===== src/rtl/mpi_pkg.sv =====
// Shared types, constants and coefficient table of the midpoint interpolator.
// No dependencies; imported by every module of the block.
`default_nettype none

package mpi_pkg;

    localparam int ORDER       = 8;
    localparam int MAX_ROW     = 4096;
    localparam int SAMPLE_BITS = 32;

    localparam int KT        = (ORDER / 2) * 2;
    localparam int HALF      = KT / 2;
    localparam int POS_W     = 13;
    localparam int POS_LIMIT = MAX_ROW + 8;
    localparam int NOUT      = 3;
    localparam int CNT_W     = $clog2(NOUT + 1);
    localparam int COEF_W    = 12;
    localparam int FRAC_BITS = 11;
    localparam int PROD_W    = SAMPLE_BITS + 1 + COEF_W;
    localparam int ACC_W     = PROD_W + 2;
    localparam int CFG_IDX_W = 1;

    localparam logic [CFG_IDX_W-1:0] REG_SKIP_FIRST = 1'b0;
    localparam logic [CFG_IDX_W-1:0] REG_SKIP_LAST  = 1'b1;

    typedef logic signed [SAMPLE_BITS-1:0] sample_t;
    typedef logic [KT-1:0][SAMPLE_BITS-1:0] window_t;
    typedef logic signed [COEF_W-1:0] coef_t;
    typedef logic signed [ACC_W-1:0] acc_t;

    localparam coef_t COEF_TAB [4][4] = '{
        '{12'sd1024, 12'sd0,    12'sd0,  12'sd0},
        '{12'sd1152, -12'sd128, 12'sd0,  12'sd0},
        '{12'sd1200, -12'sd200, 12'sd24, 12'sd0},
        '{12'sd1225, -12'sd245, 12'sd49, -12'sd5}
    };

    localparam acc_t ROUND_HALF = acc_t'(1) <<< (FRAC_BITS - 1);
    localparam acc_t SAT_HI = {{(ACC_W - SAMPLE_BITS + 1){1'b0}},
                               {(SAMPLE_BITS - 1){1'b1}}};
    localparam acc_t SAT_LO = ~SAT_HI;

    typedef struct packed {
        logic emit_copy;
        logic emit_mid;
        logic emit_extra;
        logic row_end;
    } job_t;

    typedef struct packed {
        acc_t    acc;
        sample_t copy;
        sample_t extra;
        job_t    flags;
    } mac_t;

    typedef struct packed {
        sample_t sample;
        logic    is_mid;
        logic    row_end;
    } entry_t;

endpackage

`default_nettype wire


===== src/rtl/mpi_window.sv =====
// Tap window, row position and per-sample emission decision.
// Depends on mpi_pkg.
`default_nettype none

module mpi_window import mpi_pkg::*; (
    input  wire logic    aclk,
    input  wire logic    aresetn,
    input  wire logic    in_fire,
    input  wire sample_t in_sample,
    input  wire logic    in_row_end,
    input  wire logic    skip_first,
    input  wire logic    skip_last,
    input  wire logic    job_take,
    output logic         job_valid,
    output job_t         job,
    output window_t      window
);

    window_t           tap_reg;
    window_t           tap_next;
    logic [POS_W-1:0]  pos_reg;
    logic [POS_W-1:0]  pos_next;
    logic              job_valid_reg;
    logic              job_valid_next;
    job_t              job_reg;
    job_t              job_next;

    always_comb begin
        for (int k = 0; k < KT - 1; k++) begin
            tap_next[k] = tap_reg[k + 1];
        end
        tap_next[KT-1] = in_sample;

        job_next.emit_mid   = (pos_reg >= POS_W'(KT - 1));
        job_next.emit_copy  = job_next.emit_mid &&
                              !((pos_reg == POS_W'(KT - 1)) && skip_first);
        job_next.emit_extra = in_row_end && skip_last &&
                              (pos_reg >= POS_W'(KT - 2)) &&
                              !((pos_reg == POS_W'(KT - 2)) && skip_first);
        job_next.row_end    = in_row_end;

        if (in_row_end) begin
            pos_next = '0;
        end else if (pos_reg < POS_W'(POS_LIMIT)) begin
            pos_next = pos_reg + POS_W'(1);
        end else begin
            pos_next = pos_reg;
        end

        if (in_fire) begin
            job_valid_next = job_next.emit_copy || job_next.emit_mid ||
                             job_next.emit_extra;
        end else if (job_take) begin
            job_valid_next = 1'b0;
        end else begin
            job_valid_next = job_valid_reg;
        end
    end

    always_ff @(posedge aclk) begin
        if (!aresetn) begin
            pos_reg       <= '0;
            job_valid_reg <= 1'b0;
        end else begin
            job_valid_reg <= job_valid_next;
            if (in_fire) begin
                pos_reg <= pos_next;
            end
        end
    end

    always_ff @(posedge aclk) begin
        if (in_fire) begin
            tap_reg <= tap_next;
            job_reg <= job_next;
        end
    end

    assign job_valid = job_valid_reg;
    assign job       = job_reg;
    assign window    = tap_reg;

endmodule

`default_nettype wire


===== src/rtl/mpi_mac.sv =====
// Symmetric constant-coefficient sum over the tap window, one registered stage.
// Depends on mpi_pkg.
`default_nettype none

module mpi_mac import mpi_pkg::*; (
    input  wire logic    aclk,
    input  wire logic    aresetn,
    input  wire logic    job_valid,
    input  wire job_t    job,
    input  wire window_t window,
    input  wire logic    load_ok,
    output logic         mac_ready,
    output logic         mac_valid,
    output mac_t         mac
);

    logic                          mac_valid_reg;
    mac_t                          mac_reg;
    mac_t                          mac_next;
    logic signed [SAMPLE_BITS:0]   pair;
    logic signed [PROD_W-1:0]      prod;
    acc_t                          acc;

    always_comb begin
        acc = '0;
        for (int k = 0; k < HALF; k++) begin
            pair = {window[HALF-1-k][SAMPLE_BITS-1], window[HALF-1-k]} +
                   {window[HALF+k][SAMPLE_BITS-1], window[HALF+k]};
            prod = pair * COEF_TAB[HALF-1][k];
            acc  = acc + ACC_W'(prod);
        end
        mac_next.acc   = acc;
        mac_next.copy  = sample_t'(window[HALF-1]);
        mac_next.extra = sample_t'(window[HALF]);
        mac_next.flags = job;
    end

    assign mac_ready = !mac_valid_reg || load_ok;

    always_ff @(posedge aclk) begin
        if (!aresetn) begin
            mac_valid_reg <= 1'b0;
        end else if (mac_ready) begin
            mac_valid_reg <= job_valid;
        end
    end

    always_ff @(posedge aclk) begin
        if (mac_ready && job_valid) begin
            mac_reg <= mac_next;
        end
    end

    assign mac_valid = mac_valid_reg;
    assign mac       = mac_reg;

endmodule

`default_nettype wire


===== src/rtl/mpi_queue.sv =====
// Rounding, saturation and the three-entry result queue on the output side.
// Depends on mpi_pkg.
`default_nettype none

module mpi_queue import mpi_pkg::*; (
    input  wire logic  aclk,
    input  wire logic  aresetn,
    input  wire logic  mac_valid,
    input  wire mac_t  mac,
    output logic       load_ok,
    output logic       out_valid,
    input  wire logic  out_ready,
    output entry_t     out_entry
);

    entry_t            ent_reg  [NOUT];
    entry_t            ent_next [NOUT];
    entry_t            new_ent  [NOUT];
    logic [CNT_W-1:0]  cnt_reg;
    logic [CNT_W-1:0]  cnt_next;
    logic [CNT_W-1:0]  n;
    logic              pop;
    logic              load;
    acc_t              rnd;
    acc_t              quo;
    sample_t           mid_val;

    always_comb begin
        rnd = mac.acc + ROUND_HALF;
        quo = rnd >>> FRAC_BITS;
        if (quo > SAT_HI) begin
            mid_val = sample_t'(SAT_HI);
        end else if (quo < SAT_LO) begin
            mid_val = sample_t'(SAT_LO);
        end else begin
            mid_val = sample_t'(quo);
        end

        for (int i = 0; i < NOUT; i++) begin
            new_ent[i] = '0;
        end
        n = '0;
        if (mac.flags.emit_copy) begin
            new_ent[n[1:0]] = '{sample: mac.copy, is_mid: 1'b0, row_end: 1'b0};
            n = n + CNT_W'(1);
        end
        if (mac.flags.emit_mid) begin
            new_ent[n[1:0]] = '{sample: mid_val, is_mid: 1'b1, row_end: 1'b0};
            n = n + CNT_W'(1);
        end
        if (mac.flags.emit_extra) begin
            new_ent[n[1:0]] = '{sample: mac.extra, is_mid: 1'b0, row_end: 1'b0};
            n = n + CNT_W'(1);
        end
        if (mac.flags.row_end && (n != '0)) begin
            new_ent[n[1:0] - 2'd1].row_end = 1'b1;
        end
    end

    assign pop     = (cnt_reg != '0) && out_ready;
    assign load_ok = (cnt_reg == '0) || ((cnt_reg == CNT_W'(1)) && pop);
    assign load    = mac_valid && load_ok;

    always_comb begin
        for (int i = 0; i < NOUT; i++) begin
            ent_next[i] = ent_reg[i];
        end
        cnt_next = cnt_reg;
        if (load) begin
            for (int i = 0; i < NOUT; i++) begin
                ent_next[i] = new_ent[i];
            end
            cnt_next = n;
        end else if (pop) begin
            for (int i = 0; i < NOUT - 1; i++) begin
                ent_next[i] = ent_reg[i + 1];
            end
            cnt_next = cnt_reg - CNT_W'(1);
        end
    end

    always_ff @(posedge aclk) begin
        if (!aresetn) begin
            cnt_reg <= '0;
        end else begin
            cnt_reg <= cnt_next;
        end
    end

    always_ff @(posedge aclk) begin
        for (int i = 0; i < NOUT; i++) begin
            ent_reg[i] <= ent_next[i];
        end
    end

    assign out_valid = (cnt_reg != '0);
    assign out_entry = ent_reg[0];

endmodule

`default_nettype wire


===== src/rtl/midpoint_interpolator_2x_unit.sv =====
// Top level of the two-times row upsampler with symmetric Lagrange midpoints.
// Depends on mpi_pkg, mpi_window, mpi_mac and mpi_queue.
//
// Usage:
//   s_ channel: one padded row sample per transfer, halo included; s_tlast
//   marks the last sample of a row. m_ channel: fine-grid results, copy then
//   midpoint per centre; m_tuser is 1 for a midpoint, m_tlast marks the last
//   result of the row. cfg_ channel writes skip_first (index 0) and
//   skip_last (index 1); cfg_ready is always high; write only while idle.
//   An input transfer loads the window stage; the results of a sample then
//   pass through the sum stage and the queue before showing on m_tvalid.
//   Throughput: one result per cycle on m_ while m_tready is high; the queue
//   takes a new sample's results only when it is empty or its last entry is
//   being taken, so a sample yielding several results holds the input back.
//   Input is taken every cycle while the row is still filling the window, unless a stall still holds the stages.
//   Reset (aresetn low, synchronous) empties all stages, clears the row
//   position and both skip flags. When m_tready is low the queue holds its
//   head, the sum and window stages fill, then s_tready drops.
`default_nettype none

module midpoint_interpolator_2x_unit import mpi_pkg::*; (
    input  wire logic                 aclk,
    input  wire logic                 aresetn,
    input  wire logic                 s_tvalid,
    output logic                      s_tready,
    input  wire logic [31:0]          s_tdata,   // [31:0] in_sample
    input  wire logic                 s_tlast,
    output logic                      m_tvalid,
    input  wire logic                 m_tready,
    output logic [31:0]               m_tdata,   // [31:0] out_sample
    output logic                      m_tuser,   // [0] out_is_midpoint
    output logic                      m_tlast,
    input  wire logic                 cfg_valid,
    output logic                      cfg_ready,
    input  wire logic [CFG_IDX_W-1:0] cfg_index,
    input  wire logic                 cfg_data
);

    logic    skip_first_reg;
    logic    skip_last_reg;
    logic    in_fire;
    logic    job_valid;
    job_t    job;
    window_t window;
    logic    mac_ready;
    logic    mac_valid;
    mac_t    mac;
    logic    load_ok;
    entry_t  out_entry;

    assign cfg_ready = 1'b1;

    always_ff @(posedge aclk) begin
        if (!aresetn) begin
            skip_first_reg <= 1'b0;
            skip_last_reg  <= 1'b0;
        end else if (cfg_valid) begin
            case (cfg_index)
                REG_SKIP_FIRST: skip_first_reg <= cfg_data;
                REG_SKIP_LAST:  skip_last_reg  <= cfg_data;
                default: begin
                end
            endcase
        end
    end

    assign s_tready = !job_valid || mac_ready;
    assign in_fire  = s_tvalid && s_tready;

    mpi_window u_window (
        .aclk       (aclk),
        .aresetn    (aresetn),
        .in_fire    (in_fire),
        .in_sample  (sample_t'(s_tdata)),
        .in_row_end (s_tlast),
        .skip_first (skip_first_reg),
        .skip_last  (skip_last_reg),
        .job_take   (mac_ready),
        .job_valid  (job_valid),
        .job        (job),
        .window     (window)
    );

    mpi_mac u_mac (
        .aclk      (aclk),
        .aresetn   (aresetn),
        .job_valid (job_valid),
        .job       (job),
        .window    (window),
        .load_ok   (load_ok),
        .mac_ready (mac_ready),
        .mac_valid (mac_valid),
        .mac       (mac)
    );

    mpi_queue u_queue (
        .aclk      (aclk),
        .aresetn   (aresetn),
        .mac_valid (mac_valid),
        .mac       (mac),
        .load_ok   (load_ok),
        .out_valid (m_tvalid),
        .out_ready (m_tready),
        .out_entry (out_entry)
    );

    assign m_tdata = 32'(out_entry.sample);
    assign m_tuser = out_entry.is_mid;
    assign m_tlast = out_entry.row_end;

endmodule

`default_nettype wire


===== config.mk =====
export PLATFORM = sky130hd
export DESIGN_NAME = midpoint_interpolator_2x_unit
export DESIGN_NICKNAME = d
export VERILOG_FILES = /design/src/rtl/mpi_pkg.sv /design/src/rtl/mpi_window.sv /design/src/rtl/mpi_mac.sv /design/src/rtl/mpi_queue.sv /design/src/rtl/midpoint_interpolator_2x_unit.sv
export SDC_FILE = /design/constraint.sdc
export NUM_CORES = 2
export LEC_CHECK = 0
export BUFFER_PORTS_ARGS = -buffer_cell sky130_fd_sc_hd__buf_2
export CAP_MARGIN = 0
export CELL_PAD_IN_SITES_DETAIL_PLACEMENT = 0
export CELL_PAD_IN_SITES_GLOBAL_PLACEMENT = 1
export CORE_ASPECT_RATIO = 0.75
export CORE_UTILIZATION = 52
export CTS_CLUSTER_SIZE = 16
export DETAILED_ROUTE_END_ITERATION = 10
export PLACE_DENSITY = 0.91
export RECOVER_POWER = 100
export SLEW_MARGIN = 20
export SYNTH_ARGS = -nofsm -noshare
export SYNTH_HDL_FRONTEND = slang
export SYNTH_SLANG_ARGS = --single-unit

===== constraint.sdc =====
create_clock -name aclk -period 17 [get_ports aclk]
set_input_delay 1.7 -clock aclk [delete_from_list [all_inputs] [get_ports aclk]]
set_output_delay 1.7 -clock aclk [all_outputs]
set_load 0.01 [all_outputs]

==> impl_results.md <==
* Crit. End Element: flip-flop
* Critical Path Start Type: flip-flop
* Worst path most repeated cell: fa_1
* Post-Route Utilization at 0.565
* Hold Fails Final Rpt at 0
* Final setup viols at 0
* Vias in the first global route at 28329
* Crit path DAT at 11730 ps
* Starting density of the core at 0.527
* Longest Clk Path Bufs at 3
* Sequential-to-total area share from yosys stat at 0.330
* Synth-to-layout area growth at 7.15%
* Maxcap violations at 11
* Post-synth EDFFs at about 470
* # rows at 91
* Post-CTS Resized at 0
* DRT Pass-1 Iters at 6
* Filler cells at 6823
* Synth Register Bits at 485
* Synth cell types at 86
* Buffer count from post-CTS setup fixing at 0
* Syn_nets at 5002
* Via count at 28167
* Grt total ovfl at 0
* Average size of a mapped cell at 11.2 sq um
* CTS tree: built
* Clock transition at path regs at around 70 ps
* Die W at about 340 microns
* Ys async rst share at 0
* Min-Delay Path Class: reg -> reg
* Clock sinks at 485
* Antenna violations before repair at 2
* Critical path peak fanout at 4
* Status: complete, but fails checks
* Worst-Margin Slew at slightly below 6000 ps
* Port buffer count at 75
* Syn Std Cell Area at about 44000 sq um
* Violated checks: capacitance limit, slew limit
* Top FF cell, synth: edfxtp_1
* Clock buffers created by TritonCTS at 50
* Commonest non-fill, non-tap cells in the layout: 755 x inv_1, 616 x ha_1, 466 x edfxtp_1
* # IOs at 77
* Final Skew at 40.1 ps
* Max_slew headroom at -2.85
* Hold buffers post-CTS at 0
* Clock period minus worst slack at roughly 11000 ps
* GP Congestion at ~0.95
* TNS Setup at 0 ps
* Full die area at 84800 sq um
* Class of the most critical setup path: reg -> reg
* Vias per cell at 5.51
* Worst endpoint required time at 17350 ps
* F_max at 87.9 MHz
* Final Max Tran Viols at 626
* Worst-Skew Late Latency at 640 ps
* RSZ-0062 raised after global routing: no
* Residual DRC at 0
* Hpwl dp at around 86 mm
* CTS root buffer: clkbuf_16
* NumNets Final at around 5000
* Total track usage at 0.256
* Die height at 253 microns
* Largest net degree at the start of global routing at 121
* H-Tree Depth at 2
* Slowest cell on crit path: o21ai_0
* Wire length per cell at 20.9 microns
* Crit path largest cell delay at 770 ps
* DRT antenna net count at 0
* Routed wire length at between 100 and 150 mm
* Mapped Cells at 3899
* First-pass GRT wire length at 164 mm
* Initial DRC Count at approximately 2500
* Core area at 82500 sq um
* Layout cells sized above 1 at 0.0453
* Most common cell after layout, fill and taps aside: inv_1
* Synth warn at 0
* Max FFs per register at 256
* Fin crit share at 0.669
==> final timing paths <==
check	start	end	slack, ps	depth (start not counted)
worst min-delay path	u_window.job[1]	u_mac.mac[1]	420	0
worst min register to register	u_window.job[1]	u_mac.mac[1]	420	0
worst max-delay path	u_window.window[32]	u_mac.mac[114]	5620	38
worst max register to register	u_window.window[32]	u_mac.mac[114]	5620	38
==> worst max-delay path: cells and delay by family (launching register included) <==
kind	cells	cell delay [ps]
buffers and inverters	5	270
AOI/OAI and AO/OA	18	5070
DFF	1	400
and+or+nand+nor	2	520
adders and majority gates	11	4490
xor gates and xnor gates	2	360
==> metal layers <==
| layer | vias up | wire [microns] | track usage | share of wire |
|---|---|---|---|---|
| met3 | 99 | 14800 | 0.112 | 0.14 |
| met5 | - | 40 | 0 | 0.00037 |
| met4 | 6 | 1270 | 0.0389 | 0.012 |
| met2 | 1119 | 41400 | 0.344 | 0.39 |
| li1 | 13186 | - | - | - |
| met1 | 13757 | 49400 | 0.385 | 0.46 |
==> synthesized netlist by cell type (all sizes together) (4+ instances only) <==
cell type    n  area, sq um
nand4       15         93.8
a21boi      10         75.1
nor2b       31          194
a21o        55          413
o21bai      20          154
nor3        29          145
or2          5         31.3
o31ai        8         70.1
and2        13         81.3
o22ai        5         37.5
and3        84          527
dfxtp       19          380
or3          9         61.3
nand3       77          395
nand2b      28          175
xor2        85          771
mux2i        7         70.1
a31oi       16          106
a21oi      253         1300
inv        757         2840
o211ai      11         82.6
buf         47          314
clkbuf      56          210
nand2      153          574
fa         447         8950
nor2       140          546
a31o         5         43.8
and4        10         87.6
o21a        21          158
o41ai        4         53.8
edfxtp     466        14000
xnor2      163         1430
a211oi      13          108
ha         616         7710
o21ai      171          867
nor4         5         31.3
==> final cells by class <==
class	count	area (sq um)	area share
clock inverter	32	359	0.00770
multi-input combinational	2554	25800	0.553
timing repair buffer	104	502	0.0108
tap	1116	1400	0.0300
inverter	757	2840	0.0610
clock buffer	61	1360	0.0291
antenna	1	2.50	0.0000537
sequential	485	14400	0.308
==> kinds of logic (layout without fill, tap and decap cells) <==
group,count (synthesis),after routing,synth area share
and+or+nand+nor,609,609,0.0695
muxes,10,10,0.00247
DFF,485,485,0.330
buffers and inverters,860,954,0.0774
adders and majority gates,1063,1063,0.383
other,1,2,0.0000862
xor gates and xnor gates,248,248,0.0505
AOI/OAI and AO/OA,623,623,0.0869
==> through the flow <==
| stage | std cells | setup WS (ps) | instance area [sq um] | hold slack, ps |
|---|---|---|---|---|
| 2_1_floorplan | 3899 | 6870 | 43500 | 400 |
| 3_3_place_gp | 5015 | 6370 | 45000 | 406 |
| 3_5_place_dp | 5015 | 6290 | 45000 | 410 |
| 4_1_cts | 5108 | 6270 | 46700 | 425 |
| 5_1_grt | 5109 | 4860 | 46600 | 431 |
| 6_report | 5110 | 5620 | 46600 | 423 |
Power is not shown: default switching activity piles up to over one toggle a cycle in this logic, so the estimate is an artifact.
